### config.mk
export PLATFORM = sky130hd
export DESIGN_NAME = base64_codec_unit
export DESIGN_NICKNAME = d
export VERILOG_FILES = /design/src/design/b64c_pkg.sv /design/src/design/b64c_front.sv /design/src/design/b64c_fifo.sv /design/src/design/b64c_back.sv /design/src/design/base64_codec_unit.sv
export SDC_FILE = /design/constraint.sdc
export NUM_CORES = 1
export LEC_CHECK = 0
export ABC_AREA = 1
export BUFFER_PORTS_ARGS = -buffer_cell sky130_fd_sc_hd__buf_2
export CORE_MARGIN = 1
export CORE_UTILIZATION = 34
export CTS_CLUSTER_DIAMETER = 200
export DETAILED_ROUTE_END_ITERATION = 8
export GPL_TIMING_DRIVEN = 0
export SYNTH_ARGS = -nofsm -noshare
export SYNTH_HDL_FRONTEND = slang
export SYNTH_HIERARCHICAL = 1
export SYNTH_SLANG_ARGS = --single-unit
### constraint.sdc
create_clock -name clk_i -period 8 [get_ports clk_i]
set_input_delay 0 -clock clk_i [delete_from_list [all_inputs] [get_ports clk_i]]
set_output_delay 0 -clock clk_i [all_outputs]
set_load 0.01 [all_outputs]
### src/design/b64c_pkg.sv
// ----------------------------------------------------------------------------
// b64c_pkg
// Shared types, constants and lookup functions for the base64 codec.
// ----------------------------------------------------------------------------
package b64c_pkg;

  localparam int unsigned MaxRes     = 5;  // results one item can cause
  localparam int unsigned CntW       = 3;  // width of a result count
  localparam int unsigned QueueDepth = 2;
  localparam int unsigned AddrW      = 3;
  localparam int unsigned DataW      = 32;

  localparam logic [7:0] PadChar  = 8'h3D;
  localparam logic [0:0] RegMode  = 1'b0;  // word index of the mode register

  localparam logic MODE_ENC = 1'b0;
  localparam logic MODE_DEC = 1'b1;

  typedef enum logic [1:0] {
    KIND_DATA = 2'd0,
    KIND_OK   = 2'd1,
    KIND_BAD  = 2'd2
  } kind_e;

  typedef struct packed {
    logic [7:0] data;
    kind_e      kind;
  } result_t;

  typedef struct packed {
    result_t [MaxRes-1:0] res;
    logic [CntW-1:0]      cnt;
  } job_t;

  // sextet value to alphabet character
  function automatic logic [7:0] b64_char(input logic [5:0] v);
    logic [7:0] c;
    begin
      if (v < 6'd26) begin
        c = 8'h41 + {2'b00, v};
      end else if (v < 6'd52) begin
        c = 8'h61 + {2'b00, v} - 8'd26;
      end else if (v < 6'd62) begin
        c = 8'h30 + {2'b00, v} - 8'd52;
      end else if (v == 6'd62) begin
        c = 8'h2B;
      end else begin
        c = 8'h2F;
      end
      return c;
    end
  endfunction

  // alphabet character to sextet value; ok low outside the alphabet
  function automatic logic [6:0] b64_sextet(input logic [7:0] c);
    logic [6:0] r;
    begin
      r = 7'd0;
      if (c >= 8'h41 && c <= 8'h5A) begin
        r = {1'b1, 6'(c - 8'h41)};
      end else if (c >= 8'h61 && c <= 8'h7A) begin
        r = {1'b1, 6'(c - 8'h61 + 8'd26)};
      end else if (c >= 8'h30 && c <= 8'h39) begin
        r = {1'b1, 6'(c - 8'h30 + 8'd52)};
      end else if (c == 8'h2B) begin
        r = {1'b1, 6'd62};
      end else if (c == 8'h2F) begin
        r = {1'b1, 6'd63};
      end
      return r;
    end
  endfunction

endpackage

### src/design/b64c_front.sv
// ----------------------------------------------------------------------------
// b64c_front
// Accepts items, updates the bit buffer and message state, and packs every
// result the item causes into one job for the back end.
// ----------------------------------------------------------------------------
module b64c_front
  import b64c_pkg::*;
(
  input  logic       clk_i,
  input  logic       rst_ni,
  input  logic       mode_i,
  input  logic       clear_i,
  input  logic       in_valid_i,
  output logic       in_ready_o,
  input  logic [7:0] in_byte_i,
  input  logic       msg_last_i,
  input  logic       q_full_i,
  output logic       q_push_o,
  output job_t       q_job_o
);

  logic [11:0] buf_q, buf_d;
  logic [3:0]  cnt_q, cnt_d;
  logic [1:0]  ph_q, ph_d;
  logic        pad_q, pad_d;
  logic        inv_q, inv_d;
  logic        accept;
  job_t        job;
  logic [CntW-1:0] n;
  logic [11:0] sh;
  logic [6:0]  sx;

  assign in_ready_o = !q_full_i;
  assign accept     = in_valid_i && in_ready_o;

  always_comb begin
    buf_d = buf_q;
    cnt_d = cnt_q;
    ph_d  = ph_q;
    pad_d = pad_q;
    inv_d = inv_q;
    job   = '0;
    n     = '0;
    sh    = '0;
    sx    = '0;
    if (mode_i == MODE_ENC) begin
      buf_d = {buf_q[3:0], in_byte_i};
      cnt_d = cnt_q + 4'd8;
      for (int k = 0; k < 2; k++) begin
        if (cnt_d >= 4'd6) begin
          sh = buf_d >> (cnt_d - 4'd6);
          job.res[n] = '{data: b64_char(sh[5:0]), kind: KIND_DATA};
          n     = n + 1'b1;
          ph_d  = ph_d + 2'd1;
          cnt_d = cnt_d - 4'd6;
        end
      end
      if (msg_last_i) begin
        if (cnt_d != 4'd0) begin
          sh = buf_d << (4'd6 - cnt_d);
          job.res[n] = '{data: b64_char(sh[5:0]), kind: KIND_DATA};
          n    = n + 1'b1;
          ph_d = ph_d + 2'd1;
        end
        // pad the group out to four characters
        for (int k = 0; k < 3; k++) begin
          if (ph_d != 2'd0) begin
            job.res[n] = '{data: PadChar, kind: KIND_DATA};
            n    = n + 1'b1;
            ph_d = ph_d + 2'd1;
          end
        end
      end
    end else begin
      if (!pad_q && !inv_q) begin
        sx = b64_sextet(in_byte_i);
        if (in_byte_i == PadChar) begin
          pad_d = 1'b1;
        end else if (!sx[6]) begin
          inv_d = 1'b1;
        end else begin
          buf_d = {buf_q[5:0], sx[5:0]};
          cnt_d = cnt_q + 4'd6;
          if (cnt_d >= 4'd8) begin
            sh = buf_d >> (cnt_d - 4'd8);
            job.res[n] = '{data: sh[7:0], kind: KIND_DATA};
            n     = n + 1'b1;
            cnt_d = cnt_d - 4'd8;
          end
        end
      end
    end
    if (msg_last_i) begin
      job.res[n] = '{data: 8'h00, kind: ((mode_i == MODE_DEC) && inv_d) ? KIND_BAD : KIND_OK};
      n = n + 1'b1;
    end
    job.cnt = n;
  end

  assign q_push_o = accept && (job.cnt != '0);
  assign q_job_o  = job;

  always_ff @(posedge clk_i or negedge rst_ni) begin
    if (!rst_ni) begin
      buf_q <= '0;
      cnt_q <= '0;
      ph_q  <= '0;
      pad_q <= 1'b0;
      inv_q <= 1'b0;
    end else if (clear_i || (accept && msg_last_i)) begin
      // end of message or mode write: drop all message state
      buf_q <= '0;
      cnt_q <= '0;
      ph_q  <= '0;
      pad_q <= 1'b0;
      inv_q <= 1'b0;
    end else if (accept) begin
      buf_q <= buf_d;
      cnt_q <= cnt_d;
      ph_q  <= ph_d;
      pad_q <= pad_d;
      inv_q <= inv_d;
    end
  end

endmodule

### src/design/b64c_fifo.sv
// ----------------------------------------------------------------------------
// b64c_fifo
// Short job queue between the front end and the back end.
// ----------------------------------------------------------------------------
module b64c_fifo
  import b64c_pkg::*;
#(
  parameter int unsigned Depth = QueueDepth
) (
  input  logic clk_i,
  input  logic rst_ni,
  input  logic push_i,
  input  job_t push_job_i,
  input  logic pop_i,
  output job_t head_o,
  output logic empty_o,
  output logic full_o
);

  localparam int unsigned PtrW = (Depth > 1) ? $clog2(Depth) : 1;
  localparam int unsigned FillW = $clog2(Depth + 1);

  job_t            mem_q [Depth];
  logic [PtrW-1:0] wr_q, rd_q;
  logic [FillW-1:0] fill_q;

  assign empty_o = (fill_q == '0);
  assign full_o  = (fill_q == FillW'(Depth));
  assign head_o  = mem_q[rd_q];

  always_ff @(posedge clk_i) begin
    if (push_i) begin
      mem_q[wr_q] <= push_job_i;
    end
  end

  always_ff @(posedge clk_i or negedge rst_ni) begin
    if (!rst_ni) begin
      wr_q   <= '0;
      rd_q   <= '0;
      fill_q <= '0;
    end else begin
      if (push_i) begin
        wr_q <= (wr_q == PtrW'(Depth - 1)) ? '0 : wr_q + 1'b1;
      end
      if (pop_i) begin
        rd_q <= (rd_q == PtrW'(Depth - 1)) ? '0 : rd_q + 1'b1;
      end
      if (push_i && !pop_i) begin
        fill_q <= fill_q + 1'b1;
      end else if (pop_i && !push_i) begin
        fill_q <= fill_q - 1'b1;
      end
    end
  end

endmodule

### src/design/b64c_back.sv
// ----------------------------------------------------------------------------
// b64c_back
// Walks the results of the head job, one per cycle unless the output stalls, into the output register.
// ----------------------------------------------------------------------------
module b64c_back
  import b64c_pkg::*;
(
  input  logic       clk_i,
  input  logic       rst_ni,
  input  job_t       head_i,
  input  logic       empty_i,
  output logic       pop_o,
  output logic       out_valid_o,
  input  logic       out_ready_i,
  output logic [7:0] out_byte_o,
  output logic [1:0] kind_o,
  output logic       run_last_o
);

  logic            valid_q;
  logic [7:0]      byte_q;
  kind_e           kind_q;
  logic            last_q;
  logic [CntW-1:0] idx_q;
  logic            load;
  logic            final_res;

  assign load      = (!valid_q || out_ready_i) && !empty_i;
  assign final_res = (idx_q == head_i.cnt - 1'b1);
  assign pop_o     = load && final_res;

  always_ff @(posedge clk_i or negedge rst_ni) begin
    if (!rst_ni) begin
      valid_q <= 1'b0;
      idx_q   <= '0;
    end else begin
      if (load) begin
        valid_q <= 1'b1;
        idx_q   <= final_res ? '0 : idx_q + 1'b1;
      end else if (out_ready_i) begin
        valid_q <= 1'b0;
      end
    end
  end

  always_ff @(posedge clk_i) begin
    if (load) begin
      byte_q <= head_i.res[idx_q].data;
      kind_q <= head_i.res[idx_q].kind;
      last_q <= final_res;
    end
  end

  assign out_valid_o = valid_q;
  assign out_byte_o  = byte_q;
  assign kind_o      = kind_q;
  assign run_last_o  = last_q;

endmodule

### src/design/base64_codec_unit.sv
// ----------------------------------------------------------------------------
// base64_codec_unit
// Base64 encoder/decoder with an APB mode register.
// ----------------------------------------------------------------------------
// Usage:
//   Set mode over APB (word 0, bit 0): 0 encodes bytes into base64 characters,
//   1 decodes characters into bytes. A mode write drops any message underway.
//   Items enter on in_valid_i/in_ready_o with in_byte_i and msg_last_i; each
//   message ends with a status result (kind 1 ok, kind 2 invalid character).
//   Results leave on out_valid_o/out_ready_i; run_last_o marks the final
//   result of an item. An item causes zero to five results.
//   With the queue empty, the first result of an item is written into the job
//   queue and then loaded into the output register.
//   Throughput: one item per cycle into the job queue while it is not full,
//   one result per cycle out of the result walker while out_ready_i is set;
//   the output port sets the pace. A byte encodes to one or two characters
//   plus padding and status at message end; a character gives at most a byte.
//   A stalled receiver holds the output register; the queue then fills and
//   in_ready_o drops until a job drains.
//   Reset clears mode to encode and all message state.
// ----------------------------------------------------------------------------
module base64_codec_unit
  import b64c_pkg::*;
#(
  parameter int unsigned QDepth = QueueDepth
) (
  input  logic             clk_i,
  input  logic             rst_ni,
  input  logic             psel,
  input  logic             penable,
  input  logic             pwrite,
  input  logic [AddrW-1:0] paddr,
  input  logic [DataW-1:0] pwdata,
  output logic [DataW-1:0] prdata,
  output logic             pready,
  input  logic             in_valid_i,
  output logic             in_ready_o,
  input  logic [7:0]       in_byte_i,
  input  logic             msg_last_i,
  output logic             out_valid_o,
  input  logic             out_ready_i,
  output logic [7:0]       out_byte_o,
  output logic [1:0]       kind_o,
  output logic             run_last_o
);

  logic mode_q;
  logic cfg_wr;
  logic q_push, q_pop, q_empty, q_full;
  job_t q_in, q_head;

  assign pready = 1'b1;
  assign cfg_wr = psel && penable && pwrite && (paddr[AddrW-1] == RegMode);
  assign prdata = (paddr[AddrW-1] == RegMode) ? {{(DataW-1){1'b0}}, mode_q} : '0;

  always_ff @(posedge clk_i or negedge rst_ni) begin
    if (!rst_ni) begin
      mode_q <= MODE_ENC;
    end else if (cfg_wr) begin
      mode_q <= pwdata[0];
    end
  end

  b64c_front u_front (
    .clk_i      (clk_i),
    .rst_ni     (rst_ni),
    .mode_i     (mode_q),
    .clear_i    (cfg_wr),
    .in_valid_i (in_valid_i),
    .in_ready_o (in_ready_o),
    .in_byte_i  (in_byte_i),
    .msg_last_i (msg_last_i),
    .q_full_i   (q_full),
    .q_push_o   (q_push),
    .q_job_o    (q_in)
  );

  b64c_fifo #(
    .Depth (QDepth)
  ) u_fifo (
    .clk_i      (clk_i),
    .rst_ni     (rst_ni),
    .push_i     (q_push),
    .push_job_i (q_in),
    .pop_i      (q_pop),
    .head_o     (q_head),
    .empty_o    (q_empty),
    .full_o     (q_full)
  );

  b64c_back u_back (
    .clk_i       (clk_i),
    .rst_ni      (rst_ni),
    .head_i      (q_head),
    .empty_i     (q_empty),
    .pop_o       (q_pop),
    .out_valid_o (out_valid_o),
    .out_ready_i (out_ready_i),
    .out_byte_o  (out_byte_o),
    .kind_o      (kind_o),
    .run_last_o  (run_last_o)
  );

endmodule
==> flow_summary.ini <==
[run_status]
status = finished clean

[clock_network]
cts_buffers = 17
cts_tree = built
cts.clk_slew.worst_paths_ps = 70
postCtsSetupBuffers = 0
ctsLongestPathBuffers = 2
cts.sinks = 139
clock_latency_ps = 420
htreeDepth = 4
root_buffer = clkbuf_16

[routing]
num_vias = 8823
drc = 0
drt_iter0_drc = 711
wl_um = 27000
ant_nets = 0
first_pass_iters = 8
wl_per_cell_um = 15.0
vias_per_cell = 4.93

[yosys]
synth-edff-count = 117
yosysWarningCount = 6
synth_top_family_by_area = simple AND/OR/NAND/NOR gates
synthFlopType = edfxtp_1
synthAdderAreaFrac = 0.0495
muxShareOfSynthArea = 0.0742
synth_seq_cells = 139
syn_area_mm2 = 0.0105
ys_seq_area_frac = 0.386
synth_cells = 1290
avgSynthCellArea_um2 = 8.15
asyncSetResetFlopFracSynth = 0.158
synth_compound_area_frac = 0.0937
synthSimpleGateAreaFrac = 0.261
synth-xor-area-share = 0.0216
synth_cell_types = 54

[setup_path]
worstSetupPathType = reg2reg
end_kind = flop
slowest_delay_ps = 640
cpMaxStageDelayCell = fa_1
cp.required_ps = 8110
critical_path.most_common_cell = ha_1
cp_data_arrival_time_ps = 7370
startpoint_type = flop
critPathMaxFanout = 31

[finish]
drive_gt1_frac = 0.174
layout_commonest_cell = nand2_1
antennaDiodeCount = 0
nets = 1474
area_delta_synth_final_pct = 13.9
layout_common_cells = nand2_1 (327), inv_1 (146), nand3_1 (125), edfxtp_1 (117), nor2_1 (89)

[floorplan]
die_h_um = 178
die_w_um = 178
core_mm2 = 0.0305
boundaryPins = 97
num_rows = 64
die_area_mm2 = 0.0316
initial_core_util = 0.345

[placement]
post-dp-hpwl_um = 20700
place.gp.congestion = 0.893
io_buffers = 29

[global_route]
track_usage = 0.177
grt_pass1_vias = 8367
antenna_found_initial = 0
grt_max_degree = 32
grt.overflow.total = 0
grt_pass1_wl_um = 43500

[timing]
period_share = 0.907
fmax_mhz = 138
slew_violations = 0
relSlewSlack = 0.384
tightestPinTransition_ps = 916
finClkSkew_ps = 11.4
period_needed_ps = 7260
rsz0062_at_grt = no
hold_viol = 0
fin_setup_tns_ps = 0
setup_viol = 0

[run]
maxCapViolations = 0

[worst_hold_path]
hp-class = in2reg
==> worst max-delay path, delay by kind of cell (launching register included) <==
| family | cells | cell delay (ps) |
|---|---|---|
| adder cells (fa/ha/maj) | 6 | 1910 |
| AO/OA/AOI/OAI | 3 | 750 |
| buffers and inverters | 9 | 1440 |
| AND/OR/NAND/NOR | 14 | 2430 |
| flip-flops | 1 | 390 |
==> cells in the mapped netlist, types with 5 or more instances <==
master / instances / area, µm²
nand4_1: 16 / 100
nand2_2: 18 / 113
ha_1: 40 / 500
nand3_1: 125 / 626
o21ai_0: 69 / 345
buf_12: 5 / 100
nor2_1: 90 / 338
xor2_1: 18 / 158
buf_4: 47 / 353
o22ai_1: 10 / 62.6
o211ai_1: 10 / 75.1
mux2_4: 49 / 736
a21oi_1: 43 / 215
o21ai_1: 16 / 80.1
nand2_1: 327 / 1230
nor3_1: 8 / 40.0
nand2_4: 8 / 90.1
dfrtp_1: 22 / 551
inv_2: 13 / 48.8
xnor2_1: 8 / 70.1
edfxtp_1: 117 / 3510
buf_2: 9 / 45.0
inv_1: 147 / 552
clkbuf_1: 10 / 37.5
==> final timing paths <==
check / slack [ps] / cells past startpoint / startpoint / to
worst max-delay path: 740 / 32 / u_front/cnt_q[1]$_DFFE_PN0P_ / u_fifo/mem_q[0][27]$_DFFE_PP_
worst min-delay path: 40 / 3 / in_valid_i / u_front/inv_q$_DFFE_PN0P_
worst max register to register: 740 / 32 / u_front/cnt_q[1]$_DFFE_PN0P_ / u_fifo/mem_q[0][27]$_DFFE_PP_
worst min register to register: 500 / 2 / u_fifo/fill_q[1]$_DFFE_PN0P_ / u_fifo/fill_q[1]$_DFFE_PN0P_
max in group asynchronous: 7520 / 2 / rst_ni / u_front/cnt_q[1]$_DFFE_PN0P_
min in group asynchronous: 100 / 2 / rst_ni / u_fifo/fill_q[0]$_DFFE_PN0P_
==> cell type report <==
type / count / area [µm²]
Clock buffer: 17 / 425
Inverter: 165 / 622
Clock inverter: 15 / 153
Tap cell: 396 / 495
Multi-Input combinational cell: 946 / 5410
Buffer: 76 / 562
Sequential cell: 139 / 4060
Fill cell: 3148 / 18500
Timing Repair Buffer: 37 / 245
==> sequential cells by signal, summed over array words and instances, names as in the netlist <==
signal	flops
mode_q	1
u_fifo/wr_q	1
u_back/run_last_o	1
u_front/ph_q	2
u_back/out_valid_o	1
u_front/cnt_q	3
u_front/buf_q	6
u_back/kind_o	2
u_fifo/mem_q	106
u_back/out_byte_o	8
u_back/idx_q	3
u_fifo/fill_q	2
u_front/pad_q	1
u_fifo/rd_q	1
u_front/inv_q	1
==> metal layers <==
metal,up-vias,share of wire,GRT usage
li1,4410,-,-
met1,4104,0.45,0.230
met2,266,0.48,0.303
met3,43,0.049,0.0227
met4,0,0.022,0.0584
met5,-,0,0
==> cells by family after synthesis <==
logic type               after synthesis
adder cells (fa/ha/maj)               41
multiplexers                          53
flip-flops                           139
AO/OA/AOI/OAI                        172
AND/OR/NAND/NOR                      615
other                                  3
buffers and inverters                241
XOR/XNOR                              26
==> stage by stage <==
stage | hold WS (ps) | instance area, µm² | setup slack (ps) | cells | utilization
finish | 38.3 | 12000 | 740 | 1791 | 0.393
global route | 69.4 | 12000 | 177 | 1791 | 0.393
CTS | 24.2 | 12000 | 709 | 1791 | 0.393
detailed placement | 26.2 | 11300 | 739 | 1753 | 0.372
global placement | 28.9 | 11300 | -1980 | 1751 | 0.370
floorplan | -296 | 10700 | 175 | 1326 | -
==> what timing repair did <==
item                                   CTS  global route
hold buffers                             6             0
resized for setup                        0             0
endpoints found under the hold margin   25             0
Power is not shown: default switching activity piles up to over one toggle a cycle in this logic, so the estimate is an artifact.
